`config.mk`:
```
export PLATFORM = sky130hd
export DESIGN_NAME = integer_prime_factorizer
export DESIGN_NICKNAME = d
export VERILOG_FILES = /design/src/rtl/ipf_pkg.sv /design/src/rtl/ipf_ctrl.sv /design/src/rtl/ipf_datapath.sv /design/src/rtl/integer_prime_factorizer.sv
export SDC_FILE = /design/constraint.sdc
export NUM_CORES = 1
export LEC_CHECK = 0
export BUFFER_PORTS_ARGS = -buffer_cell sky130_fd_sc_hd__clkbuf_2
export CORE_MARGIN = 1
export CORE_UTILIZATION = 60
export DETAILED_ROUTE_END_ITERATION = 8
export PLACE_DENSITY = 0.77
export SLEW_MARGIN = 20
export SYNTH_ARGS = -nofsm -noshare
export SYNTH_HDL_FRONTEND = slang
export SYNTH_SLANG_ARGS = --single-unit
```
`constraint.sdc`:
```
create_clock -name clock -period 18.15 [get_ports clock]
set_input_delay 0.9075 -clock clock [delete_from_list [all_inputs] [get_ports clock]]
set_output_delay 0.9075 -clock clock [all_outputs]
set_load 0.02 [all_outputs]
```
`src/rtl/ipf_pkg.sv`:
```
// Shared constants, types and helpers for the integer prime factorizer.
package ipf_pkg;

   localparam int VALUE_BITS  = 31;                      // width of the factor port
   localparam int IN_BITS     = 32;                      // signed request value
   localparam int N_BITS      = IN_BITS - 1;             // magnitude of a positive value
   localparam int ROOT_BITS   = (N_BITS + 1) / 2;        // floor(sqrt) and divisor width
   localparam int SQ_BITS     = 2 * ROOT_BITS;
   localparam int MAX_RESULTS = 30;
   localparam int CNT_BITS    = $clog2(MAX_RESULTS + 1);
   localparam int STEP_BITS   = $clog2(N_BITS);
   localparam int RIDX_BITS   = $clog2(ROOT_BITS);

   // controller -> datapath
   typedef struct packed {
      logic load;        // capture request, reset divisor, count and root
      logic root_step;   // one bit of the square root
      logic div_start;   // start n / d
      logic div_step;    // one quotient bit
      logic next_d;      // advance candidate divisor
      logic emit_spec;   // missing or empty response
      logic emit_d;      // divisor is a factor: emit it, n <= quotient
      logic emit_n;      // emit remaining cofactor
   } ipf_cmd_type;

   // datapath -> controller
   typedef struct packed {
      logic special;     // request at the port is missing or below two
      logic root_last;
      logic div_last;
      logic rem_zero;
      logic more;        // d <= root, n > 1, room for another factor
      logic tail;        // n > 1, room for another factor
      logic out_free;    // response register can take a new response
   } ipf_sts_type;

   function automatic logic [VALUE_BITS-1:0] to_factor(input logic [N_BITS-1:0] n);
      logic [VALUE_BITS-1:0] f;
      f = '0;
      for (int i = 0; i < VALUE_BITS; i++) begin
         if (i < N_BITS) begin
            f[i] = n[i];
         end
      end
      return f;
   endfunction

endpackage

```
`src/rtl/ipf_ctrl.sv`:
```
// Sequencer for trial division: root, divide, test, emit.
module ipf_ctrl (
   input  logic                 clock,
   input  logic                 reset,
   input  logic                 req_valid,
   output logic                 req_stall,
   input  ipf_pkg::ipf_sts_type sts,
   output ipf_pkg::ipf_cmd_type cmd
);
   import ipf_pkg::*;

   typedef enum logic [6:0] {
      S_IDLE  = 7'b0000001,
      S_SPEC  = 7'b0000010,
      S_ROOT  = 7'b0000100,
      S_LOOP  = 7'b0001000,
      S_DIV   = 7'b0010000,
      S_EMITD = 7'b0100000,
      S_EMITN = 7'b1000000
   } state_type;

   state_type state_ff, state_in;

   assign req_stall = (state_ff != S_IDLE);

   always_comb begin
      state_in = state_ff;
      cmd      = '0;
      case (state_ff)
         S_IDLE: begin
            if (req_valid) begin
               cmd.load = 1'b1;
               state_in = sts.special ? S_SPEC : S_ROOT;
            end
         end
         S_SPEC: begin
            if (sts.out_free) begin
               cmd.emit_spec = 1'b1;
               state_in      = S_IDLE;
            end
         end
         S_ROOT: begin
            cmd.root_step = 1'b1;
            if (sts.root_last) begin
               state_in = S_LOOP;
            end
         end
         S_LOOP: begin
            if (sts.more) begin
               cmd.div_start = 1'b1;
               state_in      = S_DIV;
            end else if (sts.tail) begin
               state_in = S_EMITN;
            end else begin
               state_in = S_IDLE;
            end
         end
         S_DIV: begin
            cmd.div_step = 1'b1;
            if (sts.div_last) begin
               state_in = S_EMITD;
            end
         end
         S_EMITD: begin
            if (!sts.rem_zero) begin
               cmd.next_d = 1'b1;
               state_in   = S_LOOP;
            end else if (sts.out_free) begin
               cmd.emit_d = 1'b1;
               state_in   = S_LOOP;   // same divisor is tried again
            end
         end
         S_EMITN: begin
            if (sts.out_free) begin
               cmd.emit_n = 1'b1;
               state_in   = S_IDLE;
            end
         end
         default: begin
            state_in = S_IDLE;
         end
      endcase
   end

   always_ff @(posedge clock) begin
      if (reset) begin
         state_ff <= S_IDLE;
      end else begin
         state_ff <= state_in;
      end
   end

endmodule

```
`src/rtl/ipf_datapath.sv`:
```
// Cofactor, bitwise square root, restoring divider and response register.
module ipf_datapath (
   input  logic                           clock,
   input  logic                           reset,
   input  logic signed [31:0]             req_value,
   input  logic                           req_is_missing,
   input  ipf_pkg::ipf_cmd_type           cmd,
   output ipf_pkg::ipf_sts_type           sts,
   output logic                           rsp_valid,
   input  logic                           rsp_stall,
   output logic [ipf_pkg::VALUE_BITS-1:0] rsp_factor,
   output logic                           rsp_last,
   output logic                           rsp_empty_res,
   output logic                           rsp_missing
);
   import ipf_pkg::*;

   logic [N_BITS-1:0]     n_ff, n_in;
   logic [N_BITS-1:0]     work_ff, work_in;    // dividend in, quotient out
   logic [ROOT_BITS-1:0]  rem_ff, rem_in;
   logic [ROOT_BITS-1:0]  d_ff, d_in;
   logic [ROOT_BITS-1:0]  root_ff, root_in;
   logic [RIDX_BITS-1:0]  ridx_ff, ridx_in;
   logic [STEP_BITS-1:0]  step_ff, step_in;
   logic [CNT_BITS-1:0]   cnt_ff, cnt_in;
   logic                  miss_ff, miss_in;

   logic                  out_valid_ff, out_valid_in;
   logic [VALUE_BITS-1:0] out_factor_ff, out_factor_in;
   logic                  out_last_ff, out_last_in;
   logic                  out_empty_ff, out_empty_in;
   logic                  out_miss_ff, out_miss_in;

   logic [ROOT_BITS-1:0]  trial;
   logic [SQ_BITS-1:0]    trial_sq;
   logic [ROOT_BITS:0]    shifted;
   logic                  sub_ok;
   logic                  n_gt1;
   logic                  room;
   logic                  out_free;
   logic                  load_out;

   assign trial    = root_ff | (ROOT_BITS'(1) << ridx_ff);
   assign trial_sq = SQ_BITS'(trial) * SQ_BITS'(trial);
   assign shifted  = {rem_ff, work_ff[N_BITS-1]};
   assign sub_ok   = shifted >= {1'b0, d_ff};
   assign n_gt1    = n_ff > N_BITS'(1);
   assign room     = cnt_ff < CNT_BITS'(MAX_RESULTS);
   assign out_free = !out_valid_ff || !rsp_stall;
   assign load_out = cmd.emit_spec || cmd.emit_d || cmd.emit_n;

   assign sts.special   = req_is_missing || req_value[IN_BITS-1] ||
                          (req_value[IN_BITS-1:1] == '0);
   assign sts.root_last = (ridx_ff == '0);
   assign sts.div_last  = (step_ff == STEP_BITS'(N_BITS - 1));
   assign sts.rem_zero  = (rem_ff == '0);
   assign sts.more      = (d_ff <= root_ff) && n_gt1 && room;
   assign sts.tail      = n_gt1 && room;
   assign sts.out_free  = out_free;

   always_comb begin
      n_in    = n_ff;
      work_in = work_ff;
      rem_in  = rem_ff;
      d_in    = d_ff;
      root_in = root_ff;
      ridx_in = ridx_ff;
      step_in = step_ff;
      cnt_in  = cnt_ff;
      miss_in = miss_ff;
      if (cmd.load) begin
         n_in    = req_value[N_BITS-1:0];
         miss_in = req_is_missing;
         d_in    = ROOT_BITS'(2);
         root_in = '0;
         ridx_in = RIDX_BITS'(ROOT_BITS - 1);
         cnt_in  = '0;
      end
      if (cmd.root_step) begin
         if (trial_sq <= SQ_BITS'(n_ff)) begin
            root_in = trial;
         end
         ridx_in = ridx_ff - RIDX_BITS'(1);
      end
      if (cmd.div_start) begin
         work_in = n_ff;
         rem_in  = '0;
         step_in = '0;
      end
      if (cmd.div_step) begin
         rem_in  = sub_ok ? ROOT_BITS'(shifted - {1'b0, d_ff}) : shifted[ROOT_BITS-1:0];
         work_in = {work_ff[N_BITS-2:0], sub_ok};
         step_in = step_ff + STEP_BITS'(1);
      end
      if (cmd.next_d) begin
         d_in = (d_ff == ROOT_BITS'(2)) ? ROOT_BITS'(3) : d_ff + ROOT_BITS'(2);
      end
      if (cmd.emit_d) begin
         n_in   = work_ff;
         cnt_in = cnt_ff + CNT_BITS'(1);
      end
   end

   always_comb begin
      out_valid_in  = out_valid_ff && rsp_stall;
      out_factor_in = out_factor_ff;
      out_last_in   = out_last_ff;
      out_empty_in  = out_empty_ff;
      out_miss_in   = out_miss_ff;
      if (load_out) begin
         out_valid_in = 1'b1;
         out_empty_in = 1'b0;
         out_miss_in  = 1'b0;
         out_last_in  = 1'b1;
         if (cmd.emit_spec) begin
            out_factor_in = '0;
            out_empty_in  = !miss_ff;
            out_miss_in   = miss_ff;
         end else if (cmd.emit_d) begin
            out_factor_in = to_factor(N_BITS'(d_ff));
            // last when the cofactor drops to one or the count limit is hit
            out_last_in   = (work_ff == N_BITS'(1)) ||
                            (cnt_ff == CNT_BITS'(MAX_RESULTS - 1));
         end else begin
            out_factor_in = to_factor(n_ff);
         end
      end
   end

   always_ff @(posedge clock) begin
      n_ff          <= n_in;
      work_ff       <= work_in;
      rem_ff        <= rem_in;
      d_ff          <= d_in;
      root_ff       <= root_in;
      ridx_ff       <= ridx_in;
      step_ff       <= step_in;
      cnt_ff        <= cnt_in;
      miss_ff       <= miss_in;
      out_factor_ff <= out_factor_in;
      out_last_ff   <= out_last_in;
      out_empty_ff  <= out_empty_in;
      out_miss_ff   <= out_miss_in;
   end

   always_ff @(posedge clock) begin
      if (reset) begin
         out_valid_ff <= 1'b0;
      end else begin
         out_valid_ff <= out_valid_in;
      end
   end

   assign rsp_valid     = out_valid_ff;
   assign rsp_factor    = out_factor_ff;
   assign rsp_last      = out_last_ff;
   assign rsp_empty_res = out_empty_ff;
   assign rsp_missing   = out_miss_ff;

endmodule

```
`src/rtl/integer_prime_factorizer.sv`:
```
// A missing or sub-two request gives its one response once the response register is free.
// Otherwise the square root is found bit by bit, then each divisor test runs through a test,
// a serial divide and a check; each factor found repeats the test once.
// Requests are taken one at a time; the serial restoring divider (one quotient bit a cycle)
// sets the pace. A new request is taken once the last response is registered.
// Reset (synchronous, active high) clears the sequencer and the response valid only.
module integer_prime_factorizer (
   input  logic                           clock,
   input  logic                           reset,
   // request channel
   input  logic                           req_valid,
   output logic                           req_stall,
   input  logic signed [31:0]             req_value,
   input  logic                           req_is_missing,
   // response channel
   output logic                           rsp_valid,
   input  logic                           rsp_stall,
   output logic [ipf_pkg::VALUE_BITS-1:0] rsp_factor,
   output logic                           rsp_last,
   output logic                           rsp_empty_res,
   output logic                           rsp_missing
);
   import ipf_pkg::*;

   ipf_cmd_type cmd;
   ipf_sts_type sts;

   // Sequencer: takes a request in idle, then drives root, divide and emit steps.
   ipf_ctrl u_ctrl (
      .clock     (clock),
      .reset     (reset),
      .req_valid (req_valid),
      .req_stall (req_stall),
      .sts       (sts),
      .cmd       (cmd)
   );

   // Datapath: cofactor n, candidate d, floor(sqrt) of the original value,
   // one-bit-per-cycle divider and the response register that decouples
   // the response side from the sequencer.
   ipf_datapath u_dp (
      .clock          (clock),
      .reset          (reset),
      .req_value      (req_value),
      .req_is_missing (req_is_missing),
      .cmd            (cmd),
      .sts            (sts),
      .rsp_valid      (rsp_valid),
      .rsp_stall      (rsp_stall),
      .rsp_factor     (rsp_factor),
      .rsp_last       (rsp_last),
      .rsp_empty_res  (rsp_empty_res),
      .rsp_missing    (rsp_missing)
   );

   // a taken request always makes the block busy on the next cycle
   a_busy_after_take: assert property (@(posedge clock) disable iff (reset)
      req_valid && !req_stall |=> req_stall)
      else $error("request taken but block not busy");

   // empty and missing responses are single, zero-factor responses
   a_flag_shape: assert property (@(posedge clock) disable iff (reset)
      rsp_valid && (rsp_empty_res || rsp_missing) |->
         rsp_last && (rsp_factor == '0) && !(rsp_empty_res && rsp_missing))
      else $error("bad empty/missing response");

   // a real factor is at least two
   a_factor_min: assert property (@(posedge clock) disable iff (reset)
      rsp_valid && !rsp_empty_res && !rsp_missing |-> rsp_factor >= VALUE_BITS'(2))
      else $error("factor below two");

endmodule
```
==> results of run 1 <==
[critical path: cells and delay by family, from the launching register on]
family	cells	cell delay, ps
and+or+nand+nor	5	1180
AOI/OAI and AO/OA	13	3300
adders and majority gates	8	3620
xor gates and xnor gates	1	110
DFF	1	530
buffers and inverters	8	990
[power by group]
part | switching, mW | total (mW) | internal (mW) | leakage (nW)
Combinational | 0.206 | 0.329 | 0.122 | 6.75
Sequential | 0.0522 | 0.540 | 0.488 | 1.47
Clock | 0.163 | 0.381 | 0.218 | 0.291
Total | 0.422 | 1.25 | 0.828 | 8.51
[registers in the layout (all words and copies together), names as in the netlist]
register and count:
u_ctrl.state_ff 7, u_dp.cnt_ff 5, u_dp.d_ff 16, u_dp.miss_ff 1
u_dp.n_ff 31, u_dp.rem_ff 16, u_dp.ridx_ff 4, u_dp.root_ff 16
u_dp.rsp_empty_res 1, u_dp.rsp_factor 31, u_dp.rsp_last 1, u_dp.rsp_missing 1
u_dp.rsp_valid 1, u_dp.step_ff 5, u_dp.work_ff 31
[logic make-up (layout without fill, tap and decap cells)]
| family | count (synthesis) | in the layout | synth area share |
|---|---|---|---|
| XOR/XNOR | 62 | 62 | 0.03392 |
| flip-flops | 167 | 167 | 0.2883 |
| AND/OR/NAND/NOR | 537 | 537 | 0.1467 |
| AO/OA/AOI/OAI | 236 | 236 | 0.1010 |
| buffers and inverters | 361 | 433 | 0.08265 |
| multiplexers | 34 | 34 | 0.02289 |
| adder cells (fa/ha/maj) | 332 | 332 | 0.3245 |
[synthesized netlist by cell type (all sizes together) (12+ instances only)]
library cell | count | share of area
inv | 308 | 0.070
nand2 | 236 | 0.053
ha | 168 | 0.13
fa | 163 | 0.20
edfxtp | 143 | 0.26
nor2 | 127 | 0.029
a21oi | 78 | 0.024
xnor2 | 50 | 0.028
clkbuf | 40 | 0.0091
nor3 | 33 | 0.010
o21ai | 32 | 0.0099
mux2 | 31 | 0.021
nor4 | 31 | 0.012
nand3 | 25 | 0.0076
dfxtp | 24 | 0.029
a21o | 22 | 0.010
nand4 | 22 | 0.0083
a32o | 18 | 0.012
nor2b | 14 | 0.0057
o21a | 13 | 0.0060
xor2 | 12 | 0.0063
[cell usage in the layout (no fill, tap or decap), types with 4 or more instances in the layout]
cell / count
sky130_fd_sc_hd__a2111oi_0: 4
sky130_fd_sc_hd__a211oi_1: 6
sky130_fd_sc_hd__a21o_1: 22
sky130_fd_sc_hd__a21oi_1: 76
sky130_fd_sc_hd__a22o_1: 9
sky130_fd_sc_hd__a31oi_1: 9
sky130_fd_sc_hd__a32o_1: 8
sky130_fd_sc_hd__a32o_2: 10
sky130_fd_sc_hd__and2_1: 6
sky130_fd_sc_hd__and3_1: 8
sky130_fd_sc_hd__and4_1: 5
sky130_fd_sc_hd__buf_4: 14
sky130_fd_sc_hd__clkbuf_16: 17
sky130_fd_sc_hd__clkbuf_2: 72
sky130_fd_sc_hd__clkinv_1: 8
sky130_fd_sc_hd__dfxtp_1: 24
sky130_fd_sc_hd__edfxtp_1: 143
sky130_fd_sc_hd__fa_1: 163
sky130_fd_sc_hd__ha_1: 168
sky130_fd_sc_hd__inv_1: 307
sky130_fd_sc_hd__inv_6: 6
sky130_fd_sc_hd__mux2_2: 30
sky130_fd_sc_hd__nand2_1: 235
sky130_fd_sc_hd__nand2b_1: 8
sky130_fd_sc_hd__nand3_1: 25
sky130_fd_sc_hd__nand4_1: 22
sky130_fd_sc_hd__nor2_1: 126
sky130_fd_sc_hd__nor2b_1: 13
sky130_fd_sc_hd__nor3_1: 33
sky130_fd_sc_hd__nor4_1: 31
sky130_fd_sc_hd__o21a_1: 12
sky130_fd_sc_hd__o21ai_0: 21
sky130_fd_sc_hd__o21ai_1: 10
sky130_fd_sc_hd__o21bai_1: 6
sky130_fd_sc_hd__or3_1: 4
sky130_fd_sc_hd__xnor2_1: 49
sky130_fd_sc_hd__xor2_1: 12
[per-stage QoR]
step / util / cells / hold WS [ps] / total power, mW
4_1_cts: 0.6627 / 2142 / 483.7 / 1.245
5_1_grt: 0.6627 / 2142 / 498.5 / 1.300
3_5_place_dp: 0.6406 / 2110 / 467.9 / 0.8662
2_1_floorplan: - / 1729 / 441.9 / 0.7607
6_report: 0.6627 / 2142 / 484.8 / 1.250
3_3_place_gp: 0.6396 / 2109 / 449.8 / 0.8537
[cell type report]
class,instances,area share
clock buffer,18,0.02396
inverter,314,0.06581
clock inverter,14,0.009361
sequential,167,0.2666
multi-input combinational,1201,0.5829
timing repair buffer,87,0.02753
tap,341,0.02382
[path summary, 6_finish.rpt]
check,endpoint,cells past startpoint,slack (ps),from
setup / recovery,u_dp.root_ff[8],35,8270,u_dp.ridx_ff[2]
hold / removal,u_dp.root_ff[4],1,480,u_dp.root_ff[4]
setup reg to reg,u_dp.root_ff[8],35,8270,u_dp.ridx_ff[2]
hold reg to reg,u_dp.root_ff[4],1,480,u_dp.root_ff[4]
[per-layer routing]
layer,vias to the layer above,part of all wire
li1,5899,-
met1,6178,0.42
met2,617,0.48
met3,84,0.077
met4,0,0.025
met5,-,0
==> run summary, run 1 <==
Area of all sequential standard cells -> 4775 um2
Clock tree from TritonCTS -> built
Share of the clock period used by the worst path after layout -> 0.5445
Clock transition at path regs -> 70 ps
Setup repair after global routing missed its margin -> no
Max rail drop VDD -> 0.07595 mV
Congestion Overflow GR -> 0
Worst-path cell with the longest stage delay -> sky130_fd_sc_hd__a21oi_1
Die area -> 28,270 um2
DR vias -> 12,780
Mapped Area -> 16,560 um2
Area of all placed cells without fillers -> 17,910 um2
Hold WC Path Type -> reg2reg
Maximum operating frequency -> 0.1012 GHz
PortBufs -> 72
CTS Buffer Depth -> 2
Number of distinct library cells after synthesis -> 84
Post-CTS Hold Buffers -> 0
Number of maximum-capacitance constraint violations -> 0
Number of synthesized flops with an enable pin -> 143
Post-DP Area -> 17,310 um2
Post-layout minimum cycle time -> 9883 ps
Final Routed Wirelength -> 40.96 mm
Final GP Congestion -> 0.9550
Type of destination of the critical path -> register
Boundary pin count -> 73
Arrival time at the worst endpoint -> 10,220 ps
Max-slew violation count -> 0
Post-synthesis to final-layout area growth -> 8.136%
Root buffer cell -> sky130_fd_sc_hd__clkbuf_16
Maximum clock skew at final layout -> 14.65 ps
Number of buffers inserted to repair setup after CTS -> 0
Kind of critical path -> reg2reg
Final Hold Vio Count -> 0
Number of inserted diodes -> 0
Cell repeated most along the worst path -> sky130_fd_sc_hd__inv_1
Post-synthesis cell count -> 1,729
Die Ht -> 168.1 um
Met3 track utilization from global routing -> 0.04490
Area inside the core boundary -> 27,030 um2
Worst EP required -> 18,480 ps
Kind of launch point of the worst setup path -> register
Sequential area share after synthesis -> 0.2883
Detailed Route Iter0 Violations -> 1,249
Worst-Margin Slew -> 967.5 ps
Average instance area after synthesis -> 9.579 um2
LEAKAGE -> 8.508 nW
Via count of the first global-routing pass -> 13,190
Vias per inst -> 5.965
Largest net degree at the start of global routing -> 63
FF+latch count, synth -> 167
Wire length per cell -> 19.12 um
GR Util met1 -> 0.4118
Fraction of final layout cells with drive strength greater than 1 -> 0.09717
Cell row count -> 60
Met2 track demand over resource in global routing -> 0.5141
Post-synthesis net count -> 2,097
Number of clock sinks -> 167
Synth async-reset ratio -> 0
Effective utilization at floorplan -> 0.6128
Width of the chip -> 168.1 um
Number of H-tree levels -> 4
Number of inserted filler cells in the final layout -> 2,097
Areal power density over the cells -> 69.79 nW/um2
Predominant post-synthesis flop cell -> sky130_fd_sc_hd__edfxtp_1
# nets final -> 2,156
Later-pin clock latency in the skew report -> 440 ps
Synthesis Warnings -> 0
Final count of negative-setup-slack endpoints -> 0
Final setup TNS -> 0 ps
Gr usage total -> 0.3072
Rel. slew slack -> 0.3550
Total area of multi-input combinational cells -> 10,440 um2
Least setup slack across all paths after layout -> 8267 ps
DP Wirelength -> 32.05 mm
Post-placement setup slack -> 8342 ps
DRC violations left -> 0
Largest stage delay on the critical path -> 700 ps
Status -> completed
CTS-repair resized insts -> 0
Initial antenna violation count -> 0
Inserted Clock Buffers -> 17
First-pass GRT wire length -> 67.68 mm
Antenna viol nets, final -> 0
CP Max Fanout -> 16
Layer with the highest usage -> met2
Number of optimization iterations in the first detailed-route pass -> 9
No activity file was read; power rests on OpenSTA's default activity.
==> run 2: changes to the inputs <==
ABC_AREA = 1   (was not set)
clock period = 9.65 ns   (was 18.15 ns; I/O delays follow)
==> run 2 against run 1 <==
Final area grew 4.8%. Flip-flop and latch count is the same. Global-route usage grew 0.42 points. Power grew 91%. Largest cell class unchanged. Clock skew grew 2.3 ps. Area after synthesis grew 4.9%. Sequential power grew 85%. Critical endpoint is now u_dp.root_ff[15]. Combinational power grew 93%. Die area grew 4.8%.
==> run summary, run 2 <==
Synth async-reset ratio -> 0
Post-CTS Hold Buffers -> 0
Arrival time at the worst endpoint -> 8690 ps
Largest net degree at the start of global routing -> 101
Top cells by instance count after synthesis -> sky130_fd_sc_hd__inv_1 (457), sky130_fd_sc_hd__nand2_1 (441), sky130_fd_sc_hd__ha_1 (168)
Yosys top cell area share -> 0.2472
Final Routed Wirelength -> 43.82 mm
Share of power burned in registers -> 0.421
Most used cells in the layout excluding fill and tap cells -> sky130_fd_sc_hd__inv_1 (457), sky130_fd_sc_hd__nand2_1 (439), sky130_fd_sc_hd__ha_1 (168)
Largest stage delay on the critical path -> 610 ps
Kind of launch point of the worst setup path -> register
Final count of negative-setup-slack endpoints -> 0
Post-DP Area -> 18,080 um2
Most area-hungry cell type in the Yosys netlist -> sky130_fd_sc_hd__edfxtp_1
Width of the chip -> 172.1 um
DP Wirelength -> 34.55 mm
Worst-Margin Slew -> 992.5 ps
Number of distinct library cells after synthesis -> 54
Root buffer cell -> sky130_fd_sc_hd__clkbuf_16
LEAKAGE -> 9.888 nW
Final GP Congestion -> 0.9691
Fraction of final layout cells with drive strength greater than 1 -> 0.08815
Area inside the core boundary -> 28,160 um2
Mapped Area -> 17,370 um2
Die area -> 29,630 um2
Layout Utilization -> 0.6663
Max-slew violation count -> 0
Finished Layout Cells -> 2,522
Post-synthesis to final-layout area growth -> 8.047%
Kind of critical path -> reg2reg
DRC violations left -> 0
Net switching component of the power -> 0.8669 mW
Number of maximum-capacitance constraint violations -> 0
Vias per inst -> 5.644
First-pass GRT wire length -> 71.01 mm
Clock tree from TritonCTS -> built
Gr usage total -> 0.3114
Detailed Route Iter0 Violations -> 1,156
Sequential area share after synthesis -> 0.2749
Status -> completed
Clock transition at path regs -> 80 ps
# nets final -> 2,499
Post-layout minimum cycle time -> 8323 ps
Area of all sequential standard cells -> 4775 um2
Number of inserted diodes -> 0
Dominant cells by area after synthesis -> sky130_fd_sc_hd__edfxtp_1 (25%), sky130_fd_sc_hd__fa_1 (19%), sky130_fd_sc_hd__ha_1 (12%)
Number of inserted filler cells in the final layout -> 2,288
Setup repair after global routing missed its margin -> no
Area of all placed cells without fillers -> 18,770 um2
Leading cell type in the layout, fill and taps excluded -> sky130_fd_sc_hd__inv_1
Number of synthesized flops with an enable pin -> 143
Antenna viol nets, final -> 0
Via count of the first global-routing pass -> 14,290
Initial antenna violation count -> 0
CP Max Fanout -> 16
Areal power density over the cells -> 127.0 nW/um2
Least setup slack across all paths after layout -> 1327 ps
Part of the total power dissipated in the clock network -> 0.313
Die Ht -> 172.1 um
CTS-repair resized insts -> 0
CTS Buffer Depth -> 2
PortBufs -> 72
Hold WC Path Type -> in2reg
Worst hold margin -> 262.3 ps
FF+latch count, synth -> 167
Cell row count -> 61
Effective utilization at floorplan -> 0.6167
DR vias -> 14,240
Design internal power -> 1.516 mW
Worst-path cell with the longest stage delay -> sky130_fd_sc_hd__edfxtp_1
Rel. slew slack -> 0.3367
Predominant post-synthesis flop cell -> sky130_fd_sc_hd__edfxtp_1
Later-pin clock latency in the skew report -> 440 ps
Overall Power -> 2.383 mW
Synthesis Warnings -> 0
Switch share -> 0.3638
Boundary pin count -> 73
Average instance area after synthesis -> 8.390 um2
Final Hold Vio Count -> 0
Congestion Overflow GR -> 0
Post-placement setup slack -> 1437 ps
Number of H-tree levels -> 4
Maximum operating frequency -> 0.1201 GHz
Inserted Clock Buffers -> 17
Combinational power share -> 0.266
Type of destination of the critical path -> register
Number of clock sinks -> 167
Post-synthesis net count -> 2,438
Number of buffers inserted to repair setup after CTS -> 0
Worst EP required -> 10,020 ps
Final setup TNS -> 0 ps
Cell with the most instances after synthesis -> sky130_fd_sc_hd__inv_1
Total area of multi-input combinational cells -> 10,620 um2
Maximum clock skew at final layout -> 16.99 ps
Number of optimization iterations in the first detailed-route pass -> 7
Post-synthesis cell count -> 2,070
Wire length per cell -> 17.38 um
Number of placed instances with taps included -> 2,489
Max rail drop VDD -> 0.1473 mV
Share of the clock period used by the worst path after layout -> 0.8625
==> run 2: cell types whose count changed after synthesis, sizes merged, moves of 31 or more <==
cell	change
o21ai	+103
nand3	+43
inv	+154
mux2	-31
nand2	+220
xnor2	-35
==> run 2: kinds of logic (layout without fill, tap and decap cells) <==
family | Yosys count | count (layout) | share of synthesized area
buffers and inverters | 509 | 583 | 0.1146
xor gates and xnor gates | 43 | 43 | 0.02212
and+or+nand+nor | 747 | 747 | 0.1920
DFF | 167 | 167 | 0.2749
adders and majority gates | 331 | 331 | 0.3089
AOI/OAI and AO/OA | 273 | 273 | 0.08746
==> run 2: path summary, 6_finish.rpt <==
check	end	slack, ps	start	cells after the start
worst min-delay path	u_ctrl.state_ff[6]	260	reset	2
worst min register to register	u_dp.root_ff[14]	460	u_dp.root_ff[14]	2
worst max register to register	u_dp.root_ff[15]	1330	u_dp.ridx_ff[3]	30
worst max-delay path	u_dp.root_ff[15]	1330	u_dp.ridx_ff[3]	30
==> run 2: power groups by stage <==
stage / clock, mW / combinational, mW / sequential (mW)
2_1_floorplan: 0 / 0.427 / 1.01
3_3_place_gp: 0 / 0.591 / 1.01
3_5_place_dp: 0 / 0.611 / 1.02
4_1_cts: 0.748 / 0.620 / 1.00
5_1_grt: 0.773 / 0.699 / 1.01
6_report: 0.745 / 0.635 / 1.00
==> run 2: worst max-delay path: cells and delay by family (launching register included) <==
family | cells | cell delay [ps]
xor gates and xnor gates | 1 | 160
buffers and inverters | 7 | 900
DFF | 1 | 610
adders and majority gates | 8 | 3790
AOI/OAI and AO/OA | 3 | 570
and+or+nand+nor | 11 | 2190
==> run 2: area by class of cell <==
| cell class | count | area share |
|---|---|---|
| multi-input combinational | 1394 | 0.5659 |
| timing repair buffer | 89 | 0.02707 |
| tap | 378 | 0.02520 |
| clock inverter | 15 | 0.01233 |
| inverter | 462 | 0.09241 |
| sequential | 167 | 0.2544 |
| clock buffer | 17 | 0.02267 |
==> run 2: metal layers <==
layer	vias to the layer above	global-route usage	part of all wire
met4	0	0.1347	0.037
li1	6697	-	-
met3	125	0.03410	0.060
met2	564	0.5496	0.50
met1	6849	0.3855	0.40
met5	-	0	0
